==> src/design/i2cm_pkg.sv <==
// Shared types and constants of the I2C master byte engine.
package i2cm_pkg;

   localparam int DATA_BITS  = 8;
   localparam int DELAY_W    = 16;
   localparam int BITCNT_W   = 4;
   localparam int REQ_DATA_W = 16;
   localparam int RSP_DATA_W = 16;

   // Command codes as they arrive in tuser; CMD_NONE also marks an idle engine.
   typedef enum logic [2:0] {
      CMD_NONE  = 3'd0,
      CMD_START = 3'd1,
      CMD_STOP  = 3'd2,
      CMD_WRITE = 3'd3,
      CMD_READ  = 3'd4
   } cmd_type;

   // Sequencer phases. Start and stop walk through the first two or three.
   typedef enum logic [2:0] {
      PH_BIT_SDA    = 3'd0,
      PH_BIT_SCL_HI = 3'd1,
      PH_BIT_SCL_LO = 3'd2,
      PH_ACK_HI     = 3'd3,
      PH_ACK_LO     = 3'd4,
      PH_TAIL       = 3'd5
   } phase_type;

   // One classified item handed from the front to the back.
   typedef struct packed {
      cmd_type              kind;
      logic [DATA_BITS-1:0] tx_byte;
      logic                 send_ack;
      logic                 sda_in;
   } item_type;

   // Response tdata bit positions.
   localparam int RSP_SCL_BIT  = 0;
   localparam int RSP_SDA_BIT  = 1;
   localparam int RSP_BUSY_BIT = 2;
   localparam int RSP_RX_LSB   = 3;
   localparam int RSP_ACK_BIT  = RSP_RX_LSB + DATA_BITS;
   localparam int RSP_REJ_BIT  = RSP_ACK_BIT + 1;

endpackage

==> src/design/i2cm_front.sv <==
// Front end: unpacks a request transfer and classifies its command code.
module i2cm_front (
   input  logic [2:0]                      req_tuser,
   input  logic [i2cm_pkg::REQ_DATA_W-1:0] req_tdata,
   output i2cm_pkg::item_type              item
);
   import i2cm_pkg::*;

   always_comb begin
      case (req_tuser)
         CMD_START: item.kind = CMD_START;
         CMD_STOP:  item.kind = CMD_STOP;
         CMD_WRITE: item.kind = CMD_WRITE;
         CMD_READ:  item.kind = CMD_READ;
         default:   item.kind = CMD_NONE;   // tick and unused codes
      endcase
      item.tx_byte  = req_tdata[DATA_BITS-1:0];
      item.send_ack = req_tdata[DATA_BITS];
      item.sda_in   = req_tdata[DATA_BITS+1];
   end

endmodule

==> src/design/i2cm_queue.sv <==
// Two-entry queue between the classifier and the sequencer.
module i2cm_queue (
   input  logic               clock,
   input  logic               reset,
   input  logic               push,
   input  i2cm_pkg::item_type push_item,
   output logic               full,
   input  logic               pop,
   output logic               not_empty,
   output i2cm_pkg::item_type head
);
   import i2cm_pkg::*;

   item_type   mem_ff [2];
   logic       wr_ptr_ff, wr_ptr_in;
   logic       rd_ptr_ff, rd_ptr_in;
   logic [1:0] count_ff, count_in;

   assign full      = (count_ff == 2'd2);
   assign not_empty = (count_ff != 2'd0);
   assign head      = mem_ff[rd_ptr_ff];

   always_comb begin
      wr_ptr_in = push ? ~wr_ptr_ff : wr_ptr_ff;
      rd_ptr_in = pop  ? ~rd_ptr_ff : rd_ptr_ff;
      count_in  = count_ff + {1'b0, push} - {1'b0, pop};
   end

   always_ff @(posedge clock) begin
      if (reset) begin
         wr_ptr_ff <= 1'b0;
         rd_ptr_ff <= 1'b0;
         count_ff  <= 2'd0;
      end else begin
         wr_ptr_ff <= wr_ptr_in;
         rd_ptr_ff <= rd_ptr_in;
         count_ff  <= count_in;
      end
   end

   always_ff @(posedge clock) begin
      if (push) begin
         mem_ff[wr_ptr_ff] <= push_item;
      end
   end

endmodule

==> src/design/i2cm_seq.sv <==
// Back end: bus phase sequencer, delay counter and registered response.
module i2cm_seq (
   input  logic                            clock,
   input  logic                            reset,
   input  logic                            csr_we,
   input  logic [i2cm_pkg::DELAY_W-1:0]    csr_wdata,
   input  logic                            item_valid,
   input  i2cm_pkg::item_type              item,
   output logic                            item_pop,
   output logic                            rsp_tvalid,
   input  logic                            rsp_tready,
   output logic [i2cm_pkg::RSP_DATA_W-1:0] rsp_tdata,
   output logic                            rsp_tlast
);
   import i2cm_pkg::*;

   logic [DELAY_W-1:0]   ticks_ff;
   cmd_type              active_ff, active_in;
   phase_type            phase_ff, phase_in;
   logic [BITCNT_W-1:0]  bits_ff, bits_in;
   logic [DATA_BITS-1:0] shift_ff, shift_in;
   logic [DELAY_W-1:0]   delay_ff, delay_in;
   logic                 ack_ff, ack_in;
   logic                 scl_ff, scl_in;
   logic                 sda_ff, sda_in;
   logic                 last_ack_ff, last_ack_in;
   logic [DATA_BITS-1:0] rx_ff, rx_in;
   logic                 done_in, rej_in;
   logic                 out_valid_ff;
   logic [RSP_DATA_W-1:0] out_data_ff, out_data_in;
   logic                 out_last_ff;

   assign item_pop   = item_valid && (!out_valid_ff || rsp_tready);
   assign rsp_tvalid = out_valid_ff;
   assign rsp_tdata  = out_data_ff;
   assign rsp_tlast  = out_last_ff;

   always_comb begin
      logic               enter;
      logic [DELAY_W-1:0] dec;
      logic [BITCNT_W-1:0] bits_inc;
      enter       = 1'b0;
      active_in   = active_ff;
      phase_in    = phase_ff;
      bits_in     = bits_ff;
      shift_in    = shift_ff;
      delay_in    = delay_ff;
      ack_in      = ack_ff;
      scl_in      = scl_ff;
      sda_in      = sda_ff;
      last_ack_in = last_ack_ff;
      rx_in       = rx_ff;
      done_in     = 1'b0;
      rej_in      = 1'b0;
      dec         = (delay_ff != '0) ? delay_ff - 1'b1 : delay_ff;
      bits_inc    = bits_ff + 1'b1;

      if (active_ff == CMD_NONE) begin
         if (item.kind != CMD_NONE) begin
            active_in = item.kind;
            bits_in   = '0;
            enter     = 1'b1;
            phase_in  = PH_BIT_SDA;
            if (item.kind == CMD_WRITE) begin
               shift_in = item.tx_byte;
            end else if (item.kind == CMD_READ) begin
               shift_in = '0;
               ack_in   = item.send_ack;
               phase_in = PH_ACK_HI;
            end
         end
      end else begin
         rej_in   = (item.kind != CMD_NONE);
         delay_in = dec;
         if (dec == '0) begin
            enter = 1'b1;
            case (active_ff)
               CMD_START: begin
                  if (phase_ff == PH_BIT_SDA) phase_in = PH_BIT_SCL_HI;
                  else if (phase_ff == PH_BIT_SCL_HI) phase_in = PH_BIT_SCL_LO;
                  else done_in = 1'b1;
               end
               CMD_STOP: begin
                  if (phase_ff == PH_BIT_SDA) phase_in = PH_BIT_SCL_HI;
                  else done_in = 1'b1;
               end
               CMD_WRITE: begin
                  case (phase_ff)
                     PH_BIT_SDA:    phase_in = PH_BIT_SCL_HI;
                     PH_BIT_SCL_HI: phase_in = PH_BIT_SCL_LO;
                     PH_BIT_SCL_LO: begin
                        shift_in = {shift_ff[DATA_BITS-2:0], 1'b0};
                        bits_in  = bits_inc;
                        phase_in = (bits_inc < BITCNT_W'(DATA_BITS)) ? PH_BIT_SDA
                                                                      : PH_ACK_HI;
                     end
                     PH_ACK_HI: begin
                        last_ack_in = item.sda_in;
                        phase_in    = PH_ACK_LO;
                     end
                     default: done_in = 1'b1;
                  endcase
               end
               default: begin   // read
                  case (phase_ff)
                     PH_ACK_HI: begin
                        shift_in = {shift_ff[DATA_BITS-2:0], item.sda_in};
                        phase_in = PH_ACK_LO;
                     end
                     PH_ACK_LO: begin
                        bits_in  = bits_inc;
                        phase_in = (bits_inc < BITCNT_W'(DATA_BITS)) ? PH_ACK_HI
                                                                      : PH_BIT_SDA;
                     end
                     PH_BIT_SDA:    phase_in = PH_BIT_SCL_HI;
                     PH_BIT_SCL_HI: phase_in = PH_BIT_SCL_LO;
                     PH_BIT_SCL_LO: phase_in = PH_TAIL;
                     default: begin
                        rx_in   = shift_ff;
                        done_in = 1'b1;
                     end
                  endcase
               end
            endcase
            if (done_in) begin
               enter     = 1'b0;
               active_in = CMD_NONE;
               phase_in  = PH_BIT_SDA;
               bits_in   = '0;
               delay_in  = '0;
            end
         end
      end

      // Line drives of the phase just entered.
      if (enter) begin
         if (active_in == CMD_START) begin
            if (phase_in == PH_BIT_SDA) begin
               scl_in = 1'b0;
               sda_in = 1'b0;
            end else if (phase_in == PH_BIT_SCL_HI) sda_in = 1'b1;
            else scl_in = 1'b1;
         end else if (active_in == CMD_STOP) begin
            if (phase_in == PH_BIT_SDA) scl_in = 1'b0;
            else sda_in = 1'b0;
         end else begin
            case (phase_in)
               PH_BIT_SDA: begin
                  if (active_in == CMD_WRITE) sda_in = ~shift_in[DATA_BITS-1];
                  else sda_in = ack_in;
               end
               PH_BIT_SCL_HI: scl_in = 1'b0;
               PH_BIT_SCL_LO: scl_in = 1'b1;
               PH_ACK_HI: begin
                  sda_in = 1'b0;
                  scl_in = 1'b0;
               end
               PH_ACK_LO: scl_in = 1'b1;
               default: ;
            endcase
         end
         delay_in = (ticks_ff == '0) ? DELAY_W'(1) : ticks_ff;
      end

      out_data_in = '0;
      out_data_in[RSP_SCL_BIT]  = scl_in;
      out_data_in[RSP_SDA_BIT]  = sda_in;
      out_data_in[RSP_BUSY_BIT] = (active_in != CMD_NONE);
      out_data_in[RSP_RX_LSB +: DATA_BITS] = rx_in;
      out_data_in[RSP_ACK_BIT]  = last_ack_in;
      out_data_in[RSP_REJ_BIT]  = rej_in;
   end

   always_ff @(posedge clock) begin
      if (reset) begin
         ticks_ff     <= DELAY_W'(1);
         active_ff    <= CMD_NONE;
         phase_ff     <= PH_BIT_SDA;
         bits_ff      <= '0;
         shift_ff     <= '0;
         delay_ff     <= '0;
         ack_ff       <= 1'b0;
         scl_ff       <= 1'b0;
         sda_ff       <= 1'b0;
         last_ack_ff  <= 1'b0;
         rx_ff        <= '0;
         out_valid_ff <= 1'b0;
      end else begin
         if (csr_we) begin
            ticks_ff <= csr_wdata;
         end
         if (item_pop) begin
            active_ff   <= active_in;
            phase_ff    <= phase_in;
            bits_ff     <= bits_in;
            shift_ff    <= shift_in;
            delay_ff    <= delay_in;
            ack_ff      <= ack_in;
            scl_ff      <= scl_in;
            sda_ff      <= sda_in;
            last_ack_ff <= last_ack_in;
            rx_ff       <= rx_in;
         end
         if (item_pop) out_valid_ff <= 1'b1;
         else if (rsp_tready) out_valid_ff <= 1'b0;
      end
   end

   always_ff @(posedge clock) begin
      if (item_pop) begin
         out_data_ff <= out_data_in;
         out_last_ff <= done_in;
      end
   end

endmodule

==> src/design/i2c_master_byte_engine_core.sv <==
// Top level of the I2C master byte engine.
//
// Open-drain I2C master sequencer. Every request transfer is one tick of time
// and may carry a command (start, stop, write byte, read byte); each request
// yields exactly one response transfer with the SCL/SDA drive levels, busy,
// done (tlast), last received byte, last write acknowledge and a rejected
// flag for commands that arrived while a sequence was running. A bus phase
// lasts csr ticks_per_delay requests (0 acts as 1). Throughput is one request
// per clock while the queue has room: the classifier front end feeds a
// two-entry queue, and the sequencer back end retires one queued item per
// cycle into a response register whenever that register is empty or being
// drained. Each request passes the queue, then the response register. The
// delay register is meant to be written only while the engine is idle.
module i2c_master_byte_engine_core (
   input  logic        clock,
   input  logic        reset,
   // configuration: ticks_per_delay
   input  logic        csr_we,
   input  logic [15:0] csr_wdata,
   // request channel
   input  logic        req_tvalid,
   output logic        req_tready,
   input  logic [15:0] req_tdata,   // [7:0] tx_byte, [8] send_ack, [9] sda_in, rest 0
   input  logic [2:0]  req_tuser,   // [2:0] cmd
   // response channel
   output logic        rsp_tvalid,
   input  logic        rsp_tready,
   output logic [15:0] rsp_tdata,   // [0] scl_low, [1] sda_low, [2] busy_res,
                                    // [10:3] rx_byte, [11] slave_ack, [12] rejected
   output logic        rsp_tlast    // done_res
);
   import i2cm_pkg::*;

   item_type front_item;
   item_type head_item;
   logic     q_full;
   logic     q_not_empty;
   logic     q_pop;
   logic     q_push;

   // A request is taken whenever the queue has room.
   assign req_tready = !q_full;
   assign q_push     = req_tvalid && !q_full;

   i2cm_front u_front (
      .req_tuser (req_tuser),
      .req_tdata (req_tdata),
      .item      (front_item)
   );

   i2cm_queue u_queue (
      .clock     (clock),
      .reset     (reset),
      .push      (q_push),
      .push_item (front_item),
      .full      (q_full),
      .pop       (q_pop),
      .not_empty (q_not_empty),
      .head      (head_item)
   );

   // Sequencer: counts items down through the bus phases, response register on its output.
   i2cm_seq u_seq (
      .clock      (clock),
      .reset      (reset),
      .csr_we     (csr_we),
      .csr_wdata  (csr_wdata),
      .item_valid (q_not_empty),
      .item       (head_item),
      .item_pop   (q_pop),
      .rsp_tvalid (rsp_tvalid),
      .rsp_tready (rsp_tready),
      .rsp_tdata  (rsp_tdata),
      .rsp_tlast  (rsp_tlast)
   );

endmodule

==> config.mk <==
export PLATFORM = sky130hd
export DESIGN_NAME = i2c_master_byte_engine_core
export DESIGN_NICKNAME = d
export VERILOG_FILES = /design/src/design/i2cm_pkg.sv /design/src/design/i2cm_front.sv /design/src/design/i2cm_queue.sv /design/src/design/i2cm_seq.sv /design/src/design/i2c_master_byte_engine_core.sv
export SDC_FILE = /design/constraint.sdc
export NUM_CORES = 1
export LEC_CHECK = 0
export ABC_CLOCK_PERIOD_IN_PS = 5200
export BUFFER_PORTS_ARGS = -buffer_cell sky130_fd_sc_hd__buf_4
export CAP_MARGIN = 20
export CORE_ASPECT_RATIO = 0.75
export CORE_UTILIZATION = 35
export CTS_CLUSTER_DIAMETER = 40
export CTS_CLUSTER_SIZE = 25
export DETAILED_ROUTE_END_ITERATION = 12
export GPL_ROUTABILITY_DRIVEN = 0
export SLEW_MARGIN = 20
export SYNTH_ARGS = -nofsm -noshare
export SYNTH_HDL_FRONTEND = slang
export SYNTH_HIERARCHICAL = 1
export SYNTH_SLANG_ARGS = --single-unit
==> constraint.sdc <==
create_clock -name clock -period 5.2 [get_ports clock]
set_input_delay 0.52 -clock clock [delete_from_list [all_inputs] [get_ports clock]]
set_output_delay 0.52 -clock clock [all_outputs]
set_load 0.05 [all_outputs]
Yosys cells after proc, flatten, opt, wreduce, memory -nomap -nowiden
Memories as Yosys holds them, arrays and structs flattened. A register that Yosys moved wholly into a read port is not among the register bits.
Cells that the tools add are included.
{"block": "totals", "memories": 1, "out_inout_bits": 19, "ram_bits": 26, "register_bits": 81, "input_bits": 40, "elab_cells": 170}
{"name": "u_queue.mem_ff", "depth": 2, "width": 13, "read_ports": 1, "rd_clocked_by_memory_dff": 1, "write_ports": 1, "line": "i2cm_queue.sv:14", "rtl": "item_type mem_ff [2];"}
{"block": "op_classes", "bitwise": 4, "mux": 85, "add_sub_neg": 4, "eq_ne": 28, "n_lt_le_gt_ge": 1, "reduce_logical": 28}
{"operator": "$mux 16", "n": 6}
{"operator": "$mux 8", "n": 11}
{"operator": "$mux 1", "n": 38}
{"operator": "$mux 3", "n": 12}
{"operator": "$eq 3x2->1 const B", "n": 11}
{"operator": "$logic_not 16->1", "n": 2}
{"operator": "$mux 4", "n": 6}
{"operator": "$pmux 3 s4", "n": 2}
{"operator": "$pmux 8 s2", "n": 1}
{"operator": "$reduce_bool 16->1", "n": 1}
{"operator": "$sub 16x1->16 const B", "n": 1}
{"operator": "$eq 3x1->1 const B", "n": 5}
{"operator": "$pmux 3 s5", "n": 1}
{"operator": "$eq 3x3->1 const B", "n": 4}
{"operator": "$logic_not 3->1", "n": 3}
{"operator": "$pmux 3 s3", "n": 1}
{"operator": "$reduce_bool 3->1", "n": 3}
{"operator": "$pmux 4 s2", "n": 1}
{"operator": "$reduce_or 2->1", "n": 4}
{"operator": "$reduce_and 7->1", "n": 1}
{"operator": "$mux 2", "n": 3}
{"operator": "$ne 3x1->1 const B", "n": 2}
{"operator": "$reduce_and 6->1", "n": 1}
{"operator": "$reduce_bool 2->1", "n": 3}
{"operator": "20 further kinds", "n": 27}

Logic depth before layout (Yosys ltp)
{"block": "logic_depth", "word_depth": 15, "ltp_mapped": 17, "ltp_nobuf": 12}

By module
The synthesis kept the hierarchy.
{"module": "i2cm_seq", "area_each_um2": 4322.9, "instances": 1, "cells_each": 527}
{"module": "i2cm_queue", "area_each_um2": 1194.9, "instances": 1, "cells_each": 61}
{"module": "i2cm_front", "area_each_um2": 105.1, "instances": 1, "cells_each": 13}
{"module": "i2c_master_byte_engine_core", "area_each_um2": 10.0, "instances": 1, "cells_each": 2}

Least setup slack after synthesis
No wires, ideal clock.
{"block": "synth_timing", "path_kind": "reg-to-reg", "from": "register u_seq.delay_ff[0]", "to": "register u_seq.out_data_ff[1] (netlist: u_seq/rsp_tdata[1]), data pin", "path_slack_ns": 1.565, "stages_incl_launch_ff": 15, "t_arrival_ns": 3.483, "synth_period_minus_slack_ns": 3.635, "setup_time_ns": 0.152, "cell_sequence": "dfxtp_1 > inv_1 > ha_1 > or4b_1 > buf_2 > or4_4 > buf_6 > nand2b_1 > and4_1 > nand4_1 > mux2_2 > a211o_4 > a31o_1 > a2111o_1 > a31oi_1"}
{"block": "synth_between", "elab_chain_len": 11, "elab_cells_between_ends": 27, "cone_classes": "add/sub: 1; eq/ne: 5; mux: 17; bitwise: 1; reduce/logical: 3"}
{"element": "start, declared", "line": "i2cm_seq.sv:22", "rtl": "logic [DELAY_W-1:0] delay_ff, delay_in;"}
{"element": "start signal, assigned", "line": "i2cm_seq.sv:197", "rtl": "delay_ff <= delay_in;"}
{"element": "$sub 16x1->16 or $reduce_bool 16->1 (tied branches)", "line": "i2cm_seq.sv:55", "rtl": "dec = (delay_ff != '0) ? delay_ff - 1'b1 : delay_ff;"}
{"element": "$mux 16 *", "line": "i2cm_seq.sv:55"}
{"element": "$logic_not 16->1 *", "line": "i2cm_seq.sv:75", "rtl": "if (dec == '0) begin"}
{"element": "$mux 3 or $mux 8 (tied branches)", "line": "i2cm_seq.sv:75"}
{"element": "$mux 3 or $mux 8 (tied branches)", "line": "i2cm_seq.sv:58", "rtl": "if (active_ff == CMD_NONE) begin"}
{"element": "$eq 3x2->1 or $not 1->1 (tied branches)", "line": "i2cm_seq.sv:149", "rtl": "if (active_in == CMD_WRITE) sda_in = ~shift_in[DATA_BITS-1];"}
{"element": "$mux 1", "line": "i2cm_seq.sv:149"}
{"element": "$pmux 1 s2", "line": "i2cm_seq.sv:147", "rtl": "case (phase_in)"}
{"element": "$mux 1", "line": "i2cm_seq.sv:143", "rtl": "end else if (active_in == CMD_STOP) begin"}
{"element": "$mux 1", "line": "i2cm_seq.sv:137", "rtl": "if (active_in == CMD_START) begin"}
{"element": "$mux 1 *", "line": "i2cm_seq.sv:136", "rtl": "if (enter) begin"}
{"element": "named net u_seq.out_data_in[1]", "line": "i2cm_seq.sv:30", "rtl": "logic [RSP_DATA_W-1:0] out_data_ff, out_data_in;"}
{"element": "end signal, assigned", "line": "i2cm_seq.sv:211", "rtl": "out_data_ff <= out_data_in;"}
{"element": "end, declared", "line": "i2cm_seq.sv:30"}
Mark *: on every way through the listed nets, which the timed path passes. The rest lies on a longest branch. The select of a mux whose other input is x is not followed.
A chain may end at the register's enable or synchronous reset.

Worst setup path after layout
{"block": "layout_timing", "from": "register u_seq.delay_ff[0]", "to": "register u_seq.out_data_ff[0] (netlist: u_seq/rsp_tdata[0]), data pin"}
{"block": "layout_between", "elab_chain_len": 11, "elab_cells_between_ends": 26, "cone_classes": "add/sub: 1; eq/ne: 6; mux: 14; reduce/logical: 5"}
{"element": "$sub 16x1->16 or $reduce_bool 16->1 (tied branches)", "line": "i2cm_seq.sv:55"}
{"element": "$mux 16 *", "line": "i2cm_seq.sv:55"}
{"element": "$logic_not 16->1 *", "line": "i2cm_seq.sv:75"}
{"element": "$mux 3", "line": "i2cm_seq.sv:75"}
{"element": "$mux 3", "line": "i2cm_seq.sv:58"}
{"element": "$eq 3x2->1 (tied with other cells)", "line": "i2cm_seq.sv:147"}
{"element": "$reduce_or 2->1 (no source line)"}
{"element": "$pmux 1 s2", "line": "i2cm_seq.sv:147"}
{"element": "$mux 1", "line": "i2cm_seq.sv:143"}
{"element": "$mux 1", "line": "i2cm_seq.sv:137"}
{"element": "$mux 1 *", "line": "i2cm_seq.sv:136"}
{"element": "named net u_seq.out_data_in[0]", "line": "i2cm_seq.sv:30"}
Mark *: on every way through the listed nets, which the timed path passes. The rest lies on a longest branch.

==> results by group <==
Flow run
  • MaxCap Viol Count: 0

Critical path
  • R2R Setup Slk: 0.69 ns
  • Crit path to: u_seq/rsp_tdata[0]
  • Slowest cell on the critical path: or4b_1
  • Reg2Reg Depth: 12
  • Most used cell, CP: a21oi_1
  • Critical path launch point: u_seq/delay_ff[0]
  • CP endpoint kind: flop
  • Critical path arrival: 4.60 ns
  • Worst r2r dst: u_seq/rsp_tdata[0]
  • Worst Path Required: about 5.3 ns
  • Reg-to-reg startpoint: u_seq/delay_ff[0]
  • CP Max Fanout: 10
  • Critical Path, Cell by Cell: inv_1 > ha_1 > or4b_1 > nor4_1 > a21oi_1 > nor4_2 > nand4_1 > mux2_2 > a211o_1 > or3_1 > a21oi_1 > a211oi_1
  • Setup CP Type: reg2reg
  • Setup crit start kind: flop
  • Max incr delay on CP: between 0.6 and 0.7 ns

Routing
  • Drt initial violations: 339
  • Antenna-violating nets left: 0
  • Wire length per cell: 16.2 µm
  • DRT Wirelength: about 13 mm
  • Initial DRT Pass Iterations: 6
  • DRC: 0
  • Via/cell ratio: 5.55
  • Total number of vias: 4,613

Die
  • Die height: 112 µm
  • Row Count: 39
  • Starting Density: a little over a third
  • Chip Width: 148 µm
  • Core area: 15,500 µm²
  • Area of the die: about 17,000 µm²
  • Top-level port count: 59

Global route
  • GRT Total Usage: around 17%
  • Grt ovf: 0
  • Met3 Track Usage GR: 4.14%
  • First-pass GRT wire length: 21.8 mm
  • Met1 Track Usage GR: 24.8%
  • Met2 Use GR: a little under a quarter
  • Initial antenna violation count: 0
  • Largest net degree at the start of global routing: 69
  • Busiest metal layer after global routing: met1
  • Vias in the first global route: 4,250

Place
  • Pre-CTS WS: 0.823 ns
  • Hpwl dp: between 9 and 10 mm
  • Port Buf Inserts: 49

Synth
  • FFs w/ async S/R, synth: 0%
  • Synth cell types: 73
  • Mapped Area: between 5000 and 6000 µm²
  • Syn Area/Cell: 9.34 µm²
  • Syn Inst Count: approximately 600
  • Seq/Total Area, Yosys: 45.5%
  • Share of the synthesized area in the top cell type: 24.2%
  • Largest cells by area after synthesis: dfxtp_1 (24%), edfxtp_1 (21%), nor2_1 (5.6%), a21oi_1 (3.4%), nand2_1 (3.3%)
  • Synth warn: 6
  • Post-synth EDFFs: 40
  • Cell taking the most area after synthesis: dfxtp_1
  • Most used DFF post-synth: dfxtp_1
  • #FFs+latches synth: between 100 and 150

CTS
  • CTS Hold Bufs: 0
  • TritonCTS buffer count: 9
  • CTS Root Cell: clkbuf_16
  • Clock H-tree levels: 3
  • Clk_lat worst skew: between 0.3 and 0.4 ns
  • Max clock buf depth: 2
  • CTS tree: yes
  • CTS clock-pin slew for the worst setup and hold paths: 0.08 ns
  • CTS resizes: 0
  • Post-CTS setup buffer count: 0
  • Total clock sinks: 108

Run status
  • Status: finished clean

Pwr
  • Logic pwr share: 50.7%
  • Internal: 2.21 mW
  • PwrDens: 639 nW/µm²
  • Clock power frac: 16.5%
  • Sw Ratio: between 40% and 50%
  • Tot Pwr: 4.05 mW
  • VDD IR max: 0.300 mV
  • P_sw: 1.84 mW
  • Leakage power: between 2 and 2.5 nW
  • Flop pwr share: 32.7%

Timing
  • Clk_skew: around 0.0081 ns
  • Hold slack final: 0.340 ns
  • Max Freq: 0.222 GHz
  • RSZ-0062 raised after global routing: false
  • Crit share post-route: 86.7%
  • Final hold vios: 0
  • Max-slew violations: 0
  • # setup viols final: 0
  • Relative slew margins: 42.4%
  • Fin worst setup slack: about 0.69 ns
  • Worst Tran Pin Value: 0.863 ns
  • Min Clock Period, post-route: 4.51 ns
  • Setup TNS: 0 ns

Final layout
  • Nets: 665
  • Most frequent cells in the layout: nor2_1 (84), dfxtp_1 (68), buf_4 (56)
  • Most common cell after layout, fill and taps aside: nor2_1
  • N_diodes: 0
  • Area grow syn2layout: 12.5%
  • Layout cell share with drive strength beyond 1: 18.1%

Hold path
  • Worst hold path type: in2reg
==> per-layer routing <==
metal / vias up / share of wire (%)
met4: 0 / 0.94
met5: - / 0
met2: 160 / 42
met3: 12 / 6.6
li1: 2225 / -
met1: 2216 / 50
==> cell families after synthesis <==
| group | synth area share, % |
|---|---|
| xor+xnor | 1.33 |
| buf+inv | 5.97 |
| flops | 45.5 |
| mux | 9.06 |
| other cells | 0.0666 |
| compound gates | 16.9 |
| fa+ha+maj | 0.889 |
| simple gates | 20.3 |
==> stage by stage <==
stage | cells | util, % | cell area (µm²)
after floorplan | 605 | - | 5640
after global placement | 815 | 39.1 | 6050
after detailed placement | 815 | 39.1 | 6050
after CTS | 831 | 41.0 | 6340
after global routing | 831 | 41.0 | 6340
final | 831 | 41.0 | 6340
==> power by group through the flow <==
stage | logic, mW | registers [mW] | clock network [mW]
floorplan | 1.50 | 1.37 | 0
CTS | 2.03 | 1.32 | 0.687
finish | 2.05 | 1.32 | 0.669
global placement | 1.98 | 1.33 | 0
global route | 2.24 | 1.35 | 0.720
detailed placement | 2.02 | 1.33 | 0
==> worst min-delay path by stage <==
stage	startpoint	end	slack, ns	depth (start not counted)
final	req_tdata[4]	u_queue/mem_ff[1][6]	0.34	1
after global routing	req_tdata[4]	u_queue/mem_ff[0][6]	0.32	1
after CTS	req_tdata[4]	u_queue/mem_ff[0][6]	0.33	1
after detailed placement	u_seq/rx_ff[2]	u_seq/rx_ff[2]	0.45	2
after global placement	u_seq/rx_ff[4]	u_seq/rx_ff[4]	0.44	2
after floorplan	u_seq/rx_ff[0]	u_seq/rx_ff[0]	0.43	2
==> synthesized netlist by cell type (9+ instances only) <==
| master | n |
|---|---|
| a21oi_1 | 38 |
| nor4_1 | 10 |
| edfxtp_1 | 40 |
| nand2_1 | 50 |
| a211oi_1 | 21 |
| dfxtp_1 | 68 |
| nor2b_1 | 9 |
| mux2_2 | 16 |
| inv_1 | 17 |
| nor2_1 | 84 |
| a22oi_1 | 10 |
| buf_4 | 13 |
| clkbuf_1 | 26 |
| o21ai_0 | 17 |
| mux2i_1 | 18 |
| nor3_1 | 27 |
| mux2_4 | 10 |
==> sequential cells by signal, summed over array words and instances, names as in the netlist, 2 cells and up, named ones only <==
signal	cells
u_seq/delay_ff	16
u_seq/shift_ff	8
u_queue/mem_ff	26
u_queue/count_ff	2
u_seq/active_ff	3
u_seq/bits_ff	4
u_seq/phase_ff	3
u_seq/ticks_ff	16
u_seq/rx_ff	8
u_seq/rsp_tdata	13
==> worst max-delay path, delay by kind of cell (launching register included) <==
| kind | cells | cell delay, ns |
|---|---|---|
| and+or+nand+nor | 5 | 2.27 |
| adders and majority gates | 1 | 0.20 |
| AOI/OAI and AO/OA | 4 | 0.84 |
| muxes | 1 | 0.45 |
| DFF | 1 | 0.36 |
| buffers and inverters | 1 | 0.09 |
==> cell type report <==
cell class                      count  area [µm²]
Sequential cell                   108        2560
Clock buffer                       10         229
Inverter                           18        67.6
Fill cell                        1502        9130
Clock inverter                      6        56.3
Tap cell                          205         256
Multi-Input combinational cell    428        2750
Timing Repair Buffer               56         420
Note: power is estimated with default switching activity, not from simulation.
